[config.mk]
export PLATFORM = sky130hd
export DESIGN_NAME = trs_queue
export DESIGN_NICKNAME = d
export VERILOG_FILES = /design/src/rtl/trs_pkg.sv /design/src/rtl/trs_queue.sv
export SDC_FILE = /design/constraint.sdc
export NUM_CORES = 1
export LEC_CHECK = 0
export BUFFER_PORTS_ARGS = -buffer_cell sky130_fd_sc_hd__buf_2
export CAP_MARGIN = 40
export CORE_MARGIN = 2
export CORE_UTILIZATION = 52
export CTS_CLUSTER_DIAMETER = 200
export DETAILED_ROUTE_END_ITERATION = 8
export PLACE_DENSITY = 0.73
export SLEW_MARGIN = 20
export SYNTH_ARGS = -nofsm -noshare
export SYNTH_HDL_FRONTEND = slang
export SYNTH_SLANG_ARGS = --single-unit
[constraint.sdc]
create_clock -name clk -period 3.7 [get_ports clk]
set_input_delay 0.37 -clock clk [delete_from_list [all_inputs] [get_ports clk]]
set_output_delay 0.37 -clock clk [all_outputs]
set_load 0.01 [all_outputs]
[src/rtl/trs_pkg.sv]
// ----------------------------------------------------------------------------
// trs_pkg
// Types, codes and constants shared by the textured span rasterizer.
// ----------------------------------------------------------------------------
`default_nettype none

package trs_pkg;

    // default geometry
    localparam int PLANE_BYTES_DEF = 16000;
    localparam int ROW_BYTES_DEF   = 80;
    localparam int SHADE_MAPS_DEF  = 33;

    localparam int TEX_DEPTH   = 4096;
    localparam int TEX_AW      = 12;
    localparam int QUEUE_DEPTH = 4;
    localparam int QUEUE_AW    = 2;

    // detail mode codes
    localparam logic [1:0] DETAIL_HIGH = 2'd0;
    localparam logic [1:0] DETAIL_LOW  = 2'd2;

    typedef enum logic [1:0] {
        CMD_LOAD_TEXEL = 2'd0,
        CMD_LOAD_SHADE = 2'd1,
        CMD_BEGIN_SPAN = 2'd2,
        CMD_STEP_PIXEL = 2'd3
    } cmd_t;

    typedef enum logic [2:0] {
        CFG_DETAIL_MODE  = 3'd0,
        CFG_WINDOW_LEFT  = 3'd1,
        CFG_WINDOW_TOP   = 3'd2,
        CFG_VIEW_COLUMNS = 3'd3,
        CFG_VIEW_ROWS    = 3'd4
    } cfg_reg_t;

    // work kinds passed from front to back
    typedef enum logic [1:0] {
        OP_TEX_WR   = 2'd0,
        OP_SHADE_WR = 2'd1,
        OP_ERROR    = 2'd2,
        OP_PIXEL    = 2'd3
    } op_kind_t;

    typedef struct packed {
        logic [1:0]  cmd;
        logic [13:0] load_addr;
        logic [7:0]  load_byte;
        logic [8:0]  span_start;
        logic [8:0]  span_end;
        logic [7:0]  span_row;
        logic [31:0] u_start;
        logic [31:0] v_start;
        logic [31:0] u_step;
        logic [31:0] v_step;
        logic [5:0]  light_level;
    } request_t;

    typedef struct packed {
        logic [15:0] pixel_addr;
        logic [7:0]  pixel_value;
        logic        span_last;
        logic        span_error;
    } result_t;

    typedef struct packed {
        op_kind_t    kind;
        logic [13:0] mem_addr;    // texel index or shade table index
        logic [7:0]  data;        // load byte
        logic [5:0]  light;       // shade map of the pixel
        logic [15:0] pixel_addr;
        logic        last;
    } op_t;

    typedef struct packed {
        logic full;
        logic empty;
    } q_status_t;

endpackage

`default_nettype wire

[src/rtl/trs_queue.sv]
// ----------------------------------------------------------------------------
// trs_queue
// Short FIFO of classified work between front and back.
// ----------------------------------------------------------------------------
`default_nettype none

module trs_queue (
    input  wire logic          clk,
    input  wire logic          rst_n,
    input  wire logic          wr_en,
    input  wire trs_pkg::op_t  wr_op,
    input  wire logic          rd_en,
    output trs_pkg::op_t       rd_op,
    output trs_pkg::q_status_t status
);
    import trs_pkg::*;

    op_t                 entry_reg [QUEUE_DEPTH];
    logic [QUEUE_AW-1:0] wr_ptr_reg, wr_ptr_next;
    logic [QUEUE_AW-1:0] rd_ptr_reg, rd_ptr_next;
    logic [QUEUE_AW:0]   count_reg, count_next;
    logic                do_wr, do_rd;

    assign status.full  = count_reg == (QUEUE_AW + 1)'(QUEUE_DEPTH);
    assign status.empty = count_reg == '0;
    assign do_wr        = wr_en && !status.full;
    assign do_rd        = rd_en && !status.empty;
    assign rd_op        = entry_reg[rd_ptr_reg];

    always_comb
    begin
        wr_ptr_next = do_wr ? wr_ptr_reg + 1'b1 : wr_ptr_reg;
        rd_ptr_next = do_rd ? rd_ptr_reg + 1'b1 : rd_ptr_reg;
        count_next  = count_reg + (QUEUE_AW + 1)'(do_wr) - (QUEUE_AW + 1)'(do_rd);
    end

    always_ff @(posedge clk)
    begin
        if (do_wr)
        begin
            entry_reg[wr_ptr_reg] <= wr_op;
        end
    end

    always_ff @(posedge clk or negedge rst_n)
    begin
        if (!rst_n)
        begin
            wr_ptr_reg <= '0;
            rd_ptr_reg <= '0;
            count_reg  <= '0;
        end
        else
        begin
            wr_ptr_reg <= wr_ptr_next;
            rd_ptr_reg <= rd_ptr_next;
            count_reg  <= count_next;
        end
    end

endmodule

`default_nettype wire

==> insert_results.sql <==
INSERT INTO impl_metrics (metric_group, metric, value, unit) VALUES
('status', 'outcome', 'complete, no violations', ''),
('yosys', 'syn_warnings', '0', ''),
('min_path', 'min-delay-path-class', 'input pin to register', ''),
('cts', 'numCtsBuffers', '17', ''),
('sta', 'max_freq', '396', 'MHz'),
('placed_design', 'gp_congestion', '0.758', ''),
('grt', 'pin_count_of_the_biggest_net_entering_global_routing', '39', ''),
('yosys', 'synth_area_leaders', 'edfxtp_1 78%, mux4_2 14%, dfrtp_1 2.4%', ''),
('detailed_routing', 'drt-total-wl', '11900', 'µm'),
('placed_design', 'dp.cells', '562', ''),
('cts', 'cts_max_level', '4', ''),
('floorplan', 'fp.dieArea', '14900', 'µm²'),
('detailed_routing', 'vias', '3200', ''),
('yosys', 'synth_area_per_cell', '25.3', 'µm²'),
('critical_path', 'critical_path.reg2reg.endpoint', 'count_reg[2]', ''),
('detailed_routing', 'vias_per_cell', '5.38', ''),
('grt', 'grt_antenna_before_repair', '1', ''),
('placed_design', 'detailed_place.area', '7980', 'µm²'),
('yosys', 'ys_dominant_reg_cell', 'edfxtp_1', ''),
('pwr', 'vdd.ir_drop.worst', '0.345', 'mV'),
('sta', 'final_hold_fails', '0', ''),
('yosys', 'number_of_flops_mapped_to_enable_cells_by_yosys', '188', ''),
('sta', 'final.setup_skew', '8.61', 'ps'),
('critical_path', 'reg2reg_setup_slack', '1490', 'ps'),
('sta', 'final_report_max_slew_violation_count', '0', ''),
('detailed_routing', 'postRouteAntennaNets', '0', ''),
('cts', 'clk-insertion-delay-late', '420', 'ps'),
('cells_and_area', 'final_cell_count_no_fill', '595', ''),
('floorplan', 'ioPinCount', '100', ''),
('sta', 'setup_viol', '0', ''),
('grt', 'total_routing_usage_reported_by_global_routing', '17.5', '%'),
('yosys', 'yosysMostFrequentCell', 'edfxtp_1', ''),
('min_path', 'timing.hold.worst.start', 'wr_op[5]', ''),
('sta', 'final_min_period_over_clock_period', '68.2', '%'),
('critical_path', 'r2r-start', 'count_reg[1]', ''),
('yosys', 'synth.top_cells.by_count', '188 x edfxtp_1, 45 x mux4_2, 7 x dfrtp_1, 6 x ha_1, 6 x inv_1', ''),
('cells_and_area', 'antenna_cells_inserted', '0', ''),
('critical_path', 'worstSetupEndpointType', 'output pin', ''),
('yosys', 'postSynthRegisterBits', '195', ''),
('detailed_routing', 'drc', '0', ''),
('sta', 'setup_total_negative_slack', '0', 'ps'),
('critical_path', 'reg2reg_depth', '8', ''),
('sta', 'hold_ws', '161', 'ps'),
('floorplan', 'fp.coreArea', '13800', 'µm²'),
('cts', 'cts_post_setup_buffers_inserted', '0', ''),
('min_path', 'hold_path_depth', '1', ''),
('critical_path', 'startpoint_type', 'register', ''),
('detailed_routing', 'firstDrtPassIters', '5', ''),
('floorplan', 'initial_core_util', '52.8', '%'),
('cells_and_area', 'design.final.nets', '460', ''),
('placed_design', 'place_hpwl', '7410', 'µm'),
('floorplan', 'num_rows', '43', ''),
('cts', 'tritoncts_clock_tree', 'built', ''),
('critical_path', 'cp_max_fo', '29', ''),
('yosys', 'yosysSeqAreaShare', '80.1', '%'),
('yosys', 'async_reset_ff_share', '3.59', '%'),
('yosys', 'synthCells', '287', ''),
('yosys', 'syn-cell-area', '7270', 'µm²'),
('floorplan', 'die_x', '122', 'µm'),
('cts', 'path_clk_slew', '70', 'ps'),
('cts', 'max_root_sink_buffers', '2', ''),
('sta', 'final_period_minus_worst_setup_slack', '2520', 'ps'),
('placed_design', 'port_buffers', '99', ''),
('sta', 'worstMarginPinSlew', '739', 'ps'),
('cells_and_area', 'largest_register_ff_count', '188', ''),
('grt', 'via_count_of_the_first_global_routing_pass', '3422', ''),
('grt', 'global_route_wire_length_before_repair', '18600', 'µm'),
('critical_path', 'startpoint', 'rd_ptr_reg[0]', ''),
('run', 'maxCapViolations', '0', ''),
('critical_path', 'path_class', 'register to output pin', ''),
('critical_path', 'cp_data_required_time', '3330', 'ps');
[what timing repair did]
action | in CTS | in global routing
endpoints found under the hold margin | 7 | 0
setup endpoints to repair | 0 | 0
hold buffers | 1 | 0
resized for setup | 0 | 0
[cell usage in the layout (no fill, tap or decap), drive strengths merged, types with 6 or more instances in the layout]
| cell type | synthesis | final |
|---|---|---|
| mux4 | 47 | 47 |
| clkbuf | 2 | 20 |
| clkinv | 0 | 8 |
| ha | 6 | 6 |
| edfxtp | 188 | 188 |
| inv | 6 | 6 |
| dfrtp | 7 | 7 |
| buf | 9 | 106 |
[power by group]
| group | switching (mW) | internal, mW |
|---|---|---|
| Combinational | 0.919 | 0.932 |
| Clock | 0.713 | 0.914 |
| Sequential | 0.259 | 2.92 |
| Total | 1.89 | 4.76 |
[worst max path at each step]
stage	end	cells past startpoint
2_1_floorplan	entry_reg[0][0]	2
3_3_place_gp	rd_op[0]	2
3_5_place_dp	count_reg[2]	8
4_1_cts	rd_op[14]	3
5_1_grt	rd_op[4]	3
6_report	rd_op[14]	3
[kinds of logic (layout without fill, tap and decap cells)]
| family | after synthesis | in the layout | synth area share, % |
|---|---|---|---|
| AO/OA/AOI/OAI | 4 | 4 | 0.430 |
| flip-flops | 195 | 195 | 80.1 |
| AND/OR/NAND/NOR | 13 | 13 | 1.43 |
| buffers and inverters | 17 | 145 | 1.63 |
| multiplexers | 47 | 47 | 14.7 |
| adder cells (fa/ha/maj) | 7 | 7 | 1.31 |
| XOR/XNOR | 4 | 4 | 0.482 |
[layer usage]
layer / wire length, µm / vias to the layer above / GRT usage [%]
li1: - / 1448 / -
met1: 5120 / 1660 / 23.0
met2: 6010 / 87 / 27.9
met3: 736 / 5 / 5.90
met4: 78 / 0 / 5.82
met5: 0 / - / 0
[stage by stage]
| stage | total power, mW | setup slack, ps |
|---|---|---|
| after floorplan | 4.45 | 1410 |
| after global placement | 5.04 | 1380 |
| after detailed placement | 5.14 | 1490 |
| after CTS | 6.76 | 1090 |
| after global routing | 7.01 | 1040 |
| final | 6.65 | 1180 |
[critical path: stages, from the launching register on]
cell	delay, ps
dfrtp_4	710
buf_16	300
mux4_2	560
buf_2	160
[layout make-up]
type,count,area (µm²)
Multi-Input combinational cell,75,1340
Fill cell,1005,5260
Clock inverter,12,91.3
Tap cell,180,225
Sequential cell,195,5830
Clock buffer,20,437
Inverter,6,22.5
Timing Repair Buffer,107,578
Note: power is estimated with default switching activity, not from simulation.
