`config.mk`:
```
export PLATFORM = sky130hd
export DESIGN_NAME = trs_front
export DESIGN_NICKNAME = d
export VERILOG_FILES = /design/src/rtl/trs_pkg.sv /design/src/rtl/trs_front.sv
export SDC_FILE = /design/constraint.sdc
export NUM_CORES = 1
export LEC_CHECK = 0
export ABC_AREA = 0
export BUFFER_PORTS_ARGS = -buffer_cell sky130_fd_sc_hd__buf_4
export CAP_MARGIN = 15
export CORE_ASPECT_RATIO = 1.2
export CORE_UTILIZATION = 50
export CTS_CLUSTER_DIAMETER = 30
export DETAILED_ROUTE_END_ITERATION = 10
export PLACE_DENSITY = 0.77
export SLEW_MARGIN = 30
export SYNTH_ARGS = -nofsm -noshare
export SYNTH_HDL_FRONTEND = slang
export SYNTH_SLANG_ARGS = --single-unit
```
`constraint.sdc`:
```
create_clock -name clk -period 3.61 [get_ports clk]
set_input_delay 0.361 -clock clk [delete_from_list [all_inputs] [get_ports clk]]
set_output_delay 0.361 -clock clk [all_outputs]
set_load 0.005 [all_outputs]
```
`src/rtl/trs_pkg.sv`:
```
// ----------------------------------------------------------------------------
// trs_pkg
// Types, codes and constants shared by the textured span rasterizer.
// ----------------------------------------------------------------------------
`default_nettype none

package trs_pkg;

    // default geometry
    localparam int PLANE_BYTES_DEF = 16000;
    localparam int ROW_BYTES_DEF   = 80;
    localparam int SHADE_MAPS_DEF  = 33;

    localparam int TEX_DEPTH   = 4096;
    localparam int TEX_AW      = 12;
    localparam int QUEUE_DEPTH = 4;
    localparam int QUEUE_AW    = 2;

    // detail mode codes
    localparam logic [1:0] DETAIL_HIGH = 2'd0;
    localparam logic [1:0] DETAIL_LOW  = 2'd2;

    typedef enum logic [1:0] {
        CMD_LOAD_TEXEL = 2'd0,
        CMD_LOAD_SHADE = 2'd1,
        CMD_BEGIN_SPAN = 2'd2,
        CMD_STEP_PIXEL = 2'd3
    } cmd_t;

    typedef enum logic [2:0] {
        CFG_DETAIL_MODE  = 3'd0,
        CFG_WINDOW_LEFT  = 3'd1,
        CFG_WINDOW_TOP   = 3'd2,
        CFG_VIEW_COLUMNS = 3'd3,
        CFG_VIEW_ROWS    = 3'd4
    } cfg_reg_t;

    // work kinds passed from front to back
    typedef enum logic [1:0] {
        OP_TEX_WR   = 2'd0,
        OP_SHADE_WR = 2'd1,
        OP_ERROR    = 2'd2,
        OP_PIXEL    = 2'd3
    } op_kind_t;

    typedef struct packed {
        logic [1:0]  cmd;
        logic [13:0] load_addr;
        logic [7:0]  load_byte;
        logic [8:0]  span_start;
        logic [8:0]  span_end;
        logic [7:0]  span_row;
        logic [31:0] u_start;
        logic [31:0] v_start;
        logic [31:0] u_step;
        logic [31:0] v_step;
        logic [5:0]  light_level;
    } request_t;

    typedef struct packed {
        logic [15:0] pixel_addr;
        logic [7:0]  pixel_value;
        logic        span_last;
        logic        span_error;
    } result_t;

    typedef struct packed {
        op_kind_t    kind;
        logic [13:0] mem_addr;    // texel index or shade table index
        logic [7:0]  data;        // load byte
        logic [5:0]  light;       // shade map of the pixel
        logic [15:0] pixel_addr;
        logic        last;
    } op_t;

    typedef struct packed {
        logic full;
        logic empty;
    } q_status_t;

endpackage

`default_nettype wire

```
`src/rtl/trs_front.sv`:
```
// ----------------------------------------------------------------------------
// trs_front
// Configuration registers, span state and per-item classification.
// ----------------------------------------------------------------------------
`default_nettype none

module trs_front #(
    parameter int PLANE_BYTES = trs_pkg::PLANE_BYTES_DEF,
    parameter int ROW_BYTES   = trs_pkg::ROW_BYTES_DEF,
    parameter int SHADE_MAPS  = trs_pkg::SHADE_MAPS_DEF
) (
    input  wire logic              clk,
    input  wire logic              rst_n,
    input  wire logic              cfg_write,
    input  wire logic [2:0]        cfg_index,
    input  wire logic [8:0]        cfg_data,
    input  wire logic              push,
    input  wire trs_pkg::request_t request,
    input  wire logic              q_full,
    output logic                   enq_valid,
    output trs_pkg::op_t           enq_op
);
    import trs_pkg::*;

    localparam int          SHADE_DEPTH = SHADE_MAPS * 256;
    localparam logic [5:0]  LIGHT_MAX   = 6'(SHADE_MAPS - 1);
    localparam logic [15:0] PLANE_OFF_1 = 16'(PLANE_BYTES);
    localparam logic [15:0] PLANE_OFF_2 = 16'(2 * PLANE_BYTES);
    localparam logic [15:0] PLANE_OFF_3 = 16'(3 * PLANE_BYTES);

    logic [1:0]  detail_mode_reg;
    logic [8:0]  window_left_reg;
    logic [7:0]  window_top_reg;
    logic [8:0]  view_columns_reg;
    logic [7:0]  view_rows_reg;

    logic [31:0] u_acc_reg, u_acc_next;
    logic [31:0] v_acc_reg, v_acc_next;
    logic [11:0] column_reg, column_next;
    logic [8:0]  pixels_left_reg, pixels_left_next;
    logic [5:0]  light_reg, light_next;
    logic        active_reg, active_next;
    logic [15:0] row_base_reg, row_base_next;
    logic        col_dbl_reg, col_dbl_next;

    logic        accept;
    logic        cols_dbl, rows_dbl;
    logic        bad_bounds;
    logic [9:0]  frame_row;
    logic [5:0]  light_sat;
    logic        last;
    logic [15:0] plane_off;
    logic [11:0] texel_idx;

    assign accept   = push && !q_full;
    assign cols_dbl = detail_mode_reg != DETAIL_HIGH;
    assign rows_dbl = detail_mode_reg >= DETAIL_LOW;

    assign bad_bounds = ({1'b0, view_columns_reg} + 10'd1) < {1'b0, request.span_end}
                     || request.span_end <= request.span_start
                     || view_rows_reg <= request.span_row;

    assign frame_row = (rows_dbl ? {1'b0, request.span_row, 1'b0} : {2'b0, request.span_row})
                     + {2'b0, window_top_reg};

    assign light_sat = ({1'b0, request.light_level} >= 7'(SHADE_MAPS))
                     ? LIGHT_MAX : request.light_level;

    assign last      = pixels_left_reg <= 9'd1;
    assign texel_idx = {v_acc_reg[31:26], u_acc_reg[31:26]};

    always_comb
    begin
        case (column_reg[1:0])
            2'd1:    plane_off = PLANE_OFF_1;
            2'd2:    plane_off = PLANE_OFF_2;
            2'd3:    plane_off = PLANE_OFF_3;
            default: plane_off = 16'd0;
        endcase
    end

    always_comb
    begin
        u_acc_next       = u_acc_reg;
        v_acc_next       = v_acc_reg;
        column_next      = column_reg;
        pixels_left_next = pixels_left_reg;
        light_next       = light_reg;
        active_next      = active_reg;
        row_base_next    = row_base_reg;
        col_dbl_next     = col_dbl_reg;

        enq_valid        = 1'b0;
        enq_op.kind      = OP_PIXEL;
        enq_op.mem_addr  = request.load_addr;
        enq_op.data      = request.load_byte;
        enq_op.light     = light_reg;
        enq_op.pixel_addr = 16'd0;
        enq_op.last      = 1'b0;

        if (accept)
        begin
            case (cmd_t'(request.cmd))
                CMD_LOAD_TEXEL:
                begin
                    enq_op.kind = OP_TEX_WR;
                    enq_valid   = {1'b0, request.load_addr} < 15'(TEX_DEPTH);
                end
                CMD_LOAD_SHADE:
                begin
                    enq_op.kind = OP_SHADE_WR;
                    enq_valid   = {1'b0, request.load_addr} < 15'(SHADE_DEPTH);
                end
                CMD_BEGIN_SPAN:
                begin
                    if (bad_bounds)
                    begin
                        enq_op.kind      = OP_ERROR;
                        enq_valid        = 1'b1;
                        active_next      = 1'b0;
                        pixels_left_next = 9'd0;
                    end
                    else
                    begin
                        u_acc_next       = request.u_start;
                        v_acc_next       = request.v_start;
                        column_next      = (cols_dbl ? {2'b0, request.span_start, 1'b0}
                                                     : {3'b0, request.span_start})
                                         + {3'b0, window_left_reg};
                        pixels_left_next = request.span_end - request.span_start;
                        light_next       = light_sat;
                        active_next      = 1'b1;
                        row_base_next    = 16'(32'(frame_row) * 32'(ROW_BYTES));
                        col_dbl_next     = cols_dbl;
                    end
                end
                CMD_STEP_PIXEL:
                begin
                    if (active_reg)
                    begin
                        enq_valid         = 1'b1;
                        enq_op.kind       = OP_PIXEL;
                        enq_op.mem_addr   = {2'b0, texel_idx};
                        enq_op.pixel_addr = plane_off + row_base_reg + {6'b0, column_reg[11:2]};
                        enq_op.last       = last;
                        u_acc_next        = u_acc_reg + request.u_step;
                        v_acc_next        = v_acc_reg + request.v_step;
                        column_next       = column_reg + {10'b0, col_dbl_reg, !col_dbl_reg};
                        pixels_left_next  = last ? 9'd0 : pixels_left_reg - 9'd1;
                        active_next       = !last;
                    end
                end
                default:
                begin
                    enq_valid = 1'b0;
                end
            endcase
        end
    end

    always_ff @(posedge clk or negedge rst_n)
    begin
        if (!rst_n)
        begin
            detail_mode_reg  <= DETAIL_HIGH;
            window_left_reg  <= 9'd0;
            window_top_reg   <= 8'd0;
            view_columns_reg <= 9'd320;
            view_rows_reg    <= 8'd200;
        end
        else if (cfg_write)
        begin
            case (cfg_reg_t'(cfg_index))
                CFG_DETAIL_MODE:  detail_mode_reg  <= cfg_data[1:0];
                CFG_WINDOW_LEFT:  window_left_reg  <= cfg_data;
                CFG_WINDOW_TOP:   window_top_reg   <= cfg_data[7:0];
                CFG_VIEW_COLUMNS: view_columns_reg <= cfg_data;
                CFG_VIEW_ROWS:    view_rows_reg    <= cfg_data[7:0];
                default:          ;
            endcase
        end
    end

    always_ff @(posedge clk or negedge rst_n)
    begin
        if (!rst_n)
        begin
            u_acc_reg       <= 32'd0;
            v_acc_reg       <= 32'd0;
            column_reg      <= 12'd0;
            pixels_left_reg <= 9'd0;
            light_reg       <= 6'd0;
            active_reg      <= 1'b0;
            row_base_reg    <= 16'd0;
            col_dbl_reg     <= 1'b0;
        end
        else
        begin
            u_acc_reg       <= u_acc_next;
            v_acc_reg       <= v_acc_next;
            column_reg      <= column_next;
            pixels_left_reg <= pixels_left_next;
            light_reg       <= light_next;
            active_reg      <= active_next;
            row_base_reg    <= row_base_next;
            col_dbl_reg     <= col_dbl_next;
        end
    end

endmodule

`default_nettype wire

```
==> results of run 1 <==
## stage by stage
stage	hold WS (ps)	util	setup TNS, ps
floorplan	65.4	-	0
global placement	447	0.603	-73.2
detailed placement	451	0.603	-637
CTS	169	0.637	-302
global route	185	0.647	-1420
finish	187	0.647	-466
## path summary, 6_finish.rpt
path / start / end / slack [ps] / cells past startpoint
min in group asynchronous: rst_n / u_acc_reg[12] / 540 / 2
hold / removal: cfg_data[8] / window_left_reg[8] / 190 / 2
setup / recovery: column_reg[0] / enq_op[14] / -170 / 18
max in group asynchronous: rst_n / view_rows_reg[6] / 2150 / 3
setup reg to reg: detail_mode_reg[1] / row_base_reg[15] / 50 / 19
hold reg to reg: light_reg[4] / light_reg[4] / 490 / 2
## synth_stat cells (17+ instances only)
cell / count
nand2b_1: 19
nor2b_1: 19
nor3_1: 17
clkbuf_1: 39
nor2_1: 112
xnor2_1: 46
mux2_2: 41
nand3_1: 28
inv_1: 69
a21o_1: 56
nand2_1: 204
dfrtp_1: 136
a21oi_1: 162
o21ai_0: 124
a31oi_1: 24
xor2_1: 50
ha_1: 147
## power groups by stage
| stage | clock [µW] | sequential, µW | combinational, µW |
|---|---|---|---|
| global placement | 0 | 2560 | 6440 |
| detailed placement | 0 | 2600 | 6660 |
| global route | 1970 | 2670 | 8770 |
| floorplan | 0 | 2460 | 4980 |
| finish | 1880 | 2600 | 7900 |
| CTS | 1910 | 2570 | 7180 |
## cell usage in the layout (no fill, tap or decap), types with 17 or more instances in the layout
master / count
buf_4: 279
nand2_1: 201
a21oi_1: 148
ha_1: 135
dfrtp_1: 133
nor2_1: 112
o21ai_0: 112
inv_1: 62
a21o_1: 56
xor2_1: 50
xnor2_1: 44
mux2_2: 41
nand3_1: 28
a31oi_1: 24
nand2b_1: 19
nor2b_1: 18
clkbuf_16: 17
## logic make-up after synthesis
group / count (synthesis) / share of synthesized area
compound gates: 471 / 0.231
simple gates: 456 / 0.165
fa+ha+maj: 158 / 0.166
flops: 141 / 0.286
buf+inv: 133 / 0.0451
xor+xnor: 96 / 0.0679
mux: 44 / 0.0397
## cell type report
type                       count  area [µm²]
timing repair buffer         287        2200
clock inverter                14         174
multi-input combinational   1225        8600
fill                        2029        8510
clock buffer                  18         439
tap                          320         400
sequential                   141        3540
inverter                      69         262
## worst reg2reg max path, cell delays in order (launching register included)
cell      delay, ps
dfrtp_2         430
nor2b_1          70
ha_2            180
fa_2            350
a21oi_2         120
nor2_1           60
nor2_1          150
o21bai_1        110
a21oi_2         170
o21bai_1        110
a21oi_2         160
xor2_1          230
ha_1            290
ha_1            290
inv_2           100
o21bai_4         60
a21o_1          160
a21oi_2         120
xor2_1          190
o21ai_1         100
## repair_timing
| item | CTS | global route |
|---|---|---|
| hold endpoints to repair | 6 | 0 |
| endpoints found under the setup margin | 8 | 10 |
| hold buffers | 1 | 0 |
| gates resized for setup | 32 | 42 |
| setup buffers | 13 | 7 |
| pin swaps | 24 | 44 |
## metal layers
layer,up-vias,global-route usage,routed length [µm]
li1,5786,-,-
met1,5624,0.331,14600
met2,354,0.528,18600
met3,82,0.0404,1790
met4,0,0.114,1220
met5,-,0,0
==> metrics.txt, run 1 <==
status=finished, violations left; failing checks=negative setup slack; placed cell count=2023; largest net degree at the start of global routing=110; fin crit period=3780 ps; Final Hold Fails=0; ys async rst share=1.00; DRC viols=0; nets@finish=2100; top-area cell type share of the netlist area=0.275; syn nets=1858; clock power share=0.152; Final setup viols=5; total power=12400 µW; # rows=62; worst setup path class=flip-flop to output pin; CP max stage cell=fa_1; Cell Chain, Critical Path=inv_2 -> ha_4 -> inv_4 -> o21ai_4 -> fa_1 -> inv_2 -> ha_4 -> nor2b_4 -> o21ai_2 -> a21boi_2 -> o21ai_1 -> nand2b_1 -> a21o_1 -> a21oi_2 -> buf_4 -> xor2_1 -> nor2_1 -> buf_4; CP arrival=3410 ps; syn avg cell area=8.26 µm²; Area contributors post-synth=dfrtp_1 28%, ha_1 15%, a21oi_1 6.6%, nand2_1 6.2%, o21ai_0 5.0%; wire length per cell=17.5 µm; Die X=146 µm; clock root cell=clkbuf_16; max_cap viols=0; min-delay worst type=input port to flip-flop; fin crit share=1.05; core area=24100 µm²; Ant. Diodes=0; Die Area=25400 µm²; placed inst area=14600 µm²; H-tree depth=4; prevailing post-synth register cell=dfrtp_1; Final ANT Viol Nets=0; Synth warnings=0; Worst Max-Slew Pin Slew=855 ps; Initial Utilization=0.513; Mapped Cells=1499; Critical Path RT=3250 ps; Worst slew margin=0.430; Sw Ratio=0.429; Vias/cell=5.71; GRT Total Usage=0.286; clock latency on the worst-skew pair=430 ps; sequential-to-total area share from yosys stat=0.286; Sequential Power Share=0.210; Peak Freq=265 MHz; PnR worst setup slack=-166 ps; number of top-level pins=249; Worst-path clk slew=70 ps; drt first-iter violations=604; final std cells w/o fill=2074; crit-path leading delay family=adder cells; Post-Route WL=36300 µm; leading area contributor after synthesis=dfrtp_1; P_int=7080 µW; Area Overhead vs Synth=26.2%; Max Root-Sink Buffers=2; Critical Path Fanout Max=4; Post-synth EDFFs=0; HPWL after DPL=26900 µm; post-synth cell types=75; CTS Sinks=141; CTS buffer count=17; first-pass GRT wire length=58300 µm; pwr/cell area=794 nW/µm²; max-slew violation count=0; final instance area=15600 µm²; antenna violations before repair=0; buffers added on ports=232; grt ovf=0; Vias=11800; type of origin of the critical path=flip-flop; Post-Place Worst Slack=-171 ps; RSZ-0062 raised after global routing=yes; routability cong.=0.922; Layout Skew=14.2 ps; combinational fraction of design power=0.638; net switching power=5310 µW; WP buf/inv=5; crit path capture type=output pin; Post-Syn Area=12400 µm²; slowest stage delay, CP=500 ps; Die Height=174 µm; vias in the first global route=12000; Max IR drop VDD=0.473 mV; P_leak=0.00767 µW; DR pass1 iterations=4; share of post-route cells with drive strength above 1=0.250; CTS tree=yes; Yosys reg bits=141
Note: power is estimated with default switching activity, not from simulation.
==> run 2, diff against run 1 <==
--- a/config.mk
+++ b/config.mk
@@ -8,7 +8,7 @@
 export ABC_AREA = 0
 export BUFFER_PORTS_ARGS = -buffer_cell sky130_fd_sc_hd__buf_4
 export CAP_MARGIN = 15
-export CORE_ASPECT_RATIO = 1.2
+export CORE_ASPECT_RATIO = 0.5
 export CORE_UTILIZATION = 50
 export CTS_CLUSTER_DIAMETER = 30
 export DETAILED_ROUTE_END_ITERATION = 10
==> run 2 against run 1 <==
  * The run ends with negative hold slack, negative setup slack left
  * Non-clock buffer count increased by 11
  * Total power decreased by 2.1%
  * Critical endpoint unchanged
  * Largest cell class unchanged
  * Clock skew increased by 2.1 ps
  * Largest power group unchanged
  * Combinational power decreased by 2%
  * Die area increased by 0.14%
  * Maximum frequency increased by 0.59%
==> metrics.txt, run 2 (same netlist as run 1, synthesis figures left out) <==
commonest non-fill, non-tap cells in the layout=288 x buf_4, 201 x nand2_1, 150 x a21oi_1; Max Root-Sink Buffers=2 (unchanged); P_leak=0.00771 µW (+0.51%); WP buf/inv=5 (unchanged); HPWL after DPL=25100 µm (-6.7%); number of top-level pins=249 (unchanged); Cell Chain, Critical Path=inv_4 -> ha_4 -> inv_2 -> o21ai_2 -> fa_1 -> inv_2 -> ha_4 -> nor2b_4 -> o21ai_4 -> a21boi_2 -> o21ai_1 -> nand2b_1 -> a21o_1 -> a21oi_2 -> buf_4 -> xor2_1 -> nor2_1 -> buf_4; DRC viols=0 (unchanged); Layout Skew=16.4 ps (+2.12 ps); GRT Total Usage=0.264 (-0.0221); most common cell after layout, fill and taps aside=buf_4; Initial Utilization=0.513 (about the same); Vias/cell=5.48 (-4.1%); wire length per cell=16.2 µm (-7.1%); PnR worst setup slack=-144 ps (+22.0 ps); failing checks=negative hold slack, negative setup slack; grt ovf=0 (unchanged); crit path capture type=output pin; Die Area=25400 µm² (+0.14%); Worst slew margin=0.372 (-0.0584); type of origin of the critical path=flip-flop; status=finished, violations left; RSZ-0062 raised after global routing=yes; final core occ=0.651 (+0.00375); H-tree depth=4 (unchanged); antenna violations before repair=0 (unchanged); Final Hold Fails=21 (+21); Worst-path clk slew=60 ps (about the same); clock root cell=clkbuf_16; clock latency on the worst-skew pair=440 ps (about the same); CP max stage cell=fa_1; hold_buf cts=0 (-1); CTS buffer count=17 (unchanged); buffers added on ports=232 (unchanged); routability cong.=0.954 (+3.5%); Critical Path Fanout Max=4 (unchanged); CTS Sinks=141 (unchanged); Vias=11500 (-2.8%); pwr/cell area=773 nW/µm² (-2.7%); fin crit share=1.04 (-0.00610); r2r startpoint=detail_mode_reg[1]; first-pass GRT wire length=53700 µm (-7.9%); max-slew violation count=0 (unchanged); largest net degree at the start of global routing=93 (-15%); drt first-iter violations=535 (-11%); Final ANT Viol Nets=0 (unchanged); core area=24100 µm² (about the same); DR pass1 iterations=5 (+1); Die Height=113 µm (-35%); Max IR drop VDD=0.455 mV (-3.8%); fin crit period=3750 ps (-22.0 ps); slowest stage delay, CP=510 ps (about the same); CP arrival=3390 ps (-20 ps); min-delay worst type=input port to async pin; final hold slack=-25.3 ps (-212 ps); crit-path leading delay family=adder cells; Critical Path RT=3250 ps (about the same); Worst path depth=18 (unchanged); cell count of the worst reg-to-reg path=19 (unchanged); # rows=40 (-35%); vias in the first global route=11000 (-8.2%); Area Overhead vs Synth=26.9%; share of post-route cells with drive strength above 1=0.253 (+0.00241); Ant. Diodes=0 (unchanged); Worst Max-Slew Pin Slew=943 ps (+87.6 ps); Worst Setup SP=column_reg[0]; max_cap viols=0 (unchanged); Die X=224 µm (+54%); Peak Freq=266 MHz (+0.59%); nets@finish=2111 (+0.52%); CTS tree=yes; Worst R2R Setup Slack=110 ps (+60 ps); worst setup path class=flip-flop to output pin; Post-Route WL=34100 µm (-5.9%); FILL cells=2034 (+0.25%); r2r endpoint=row_base_reg[15]; Worst Setup EP=enq_op[14]; Final setup viols=5 (unchanged); Setup TNS=-446 ps (+19.5 ps)
## run 2: changes by cell type in the layout (fill, tap and decap cells not counted), moves of 3 or more
cell and delta:
buf_4 +9, clkinvlp_4 +5, inv_8 -5, buf_12 +3
inv_2 -3
## run 2: worst min-delay path by stage
stage | startpoint | to | slack [ps] | cells past startpoint
2_1_floorplan | rst_n | active_reg | 70 | 0
3_3_place_gp | rst_n | v_acc_reg[8] | 470 | 1
3_5_place_dp | light_reg[4] | light_reg[4] | 470 | 2
4_1_cts | rst_n | v_acc_reg[7] | 6 | 1
5_1_grt | rst_n | v_acc_reg[7] | 40 | 1
6_report | rst_n | v_acc_reg[7] | -30 | 1
## run 2: routing by layer
metal | wire length, µm | track usage | share of wire | vias up
met5 | 0 | 0 | 0 | -
met4 | 721 | 0.0952 | 0.021 | 0
met3 | 995 | 0.0387 | 0.029 | 48
met2 | 16600 | 0.446 | 0.49 | 189
met1 | 15800 | 0.346 | 0.46 | 5441
li1 | - | - | - | 5836
## run 2: where the power goes
| part | switching, µW | internal, µW | total (µW) |
|---|---|---|---|
| Sequential | 457 | 2150 | 2610 |
| Combinational | 3920 | 3810 | 7730 |
| Clock | 753 | 1040 | 1790 |
| Total | 5130 | 7000 | 12100 |
## run 2: metrics by stage
step | total power, µW | cell area [µm²] | std cells | setup WS, ps
2_1_floorplan | 7440 | 12400 | 1499 | 11.3
3_3_place_gp | 9000 | 14600 | 2042 | -39.2
3_5_place_dp | 9150 | 14600 | 2042 | -169
4_1_cts | 11600 | 15500 | 2095 | -78.1
5_1_grt | 13200 | 15700 | 2101 | -268
6_report | 12100 | 15700 | 2101 | -144
## run 2: final cells by class
class                           count  area [µm²]  area share
Inverter                           69         267      0.0170
Tap cell                          336         420      0.0268
Clock inverter                     12         138     0.00876
Sequential cell                   141        3540       0.225
Timing Repair Buffer              298        2310       0.147
Multi-Input combinational cell   1225        8580       0.547
Clock buffer                       20         447      0.0284
## run 2: what timing repair did
action	in CTS	in global routing
pin swaps	21	46
resized for setup	29	45
setup buffers	22	7
setup endpoints to repair	6	12
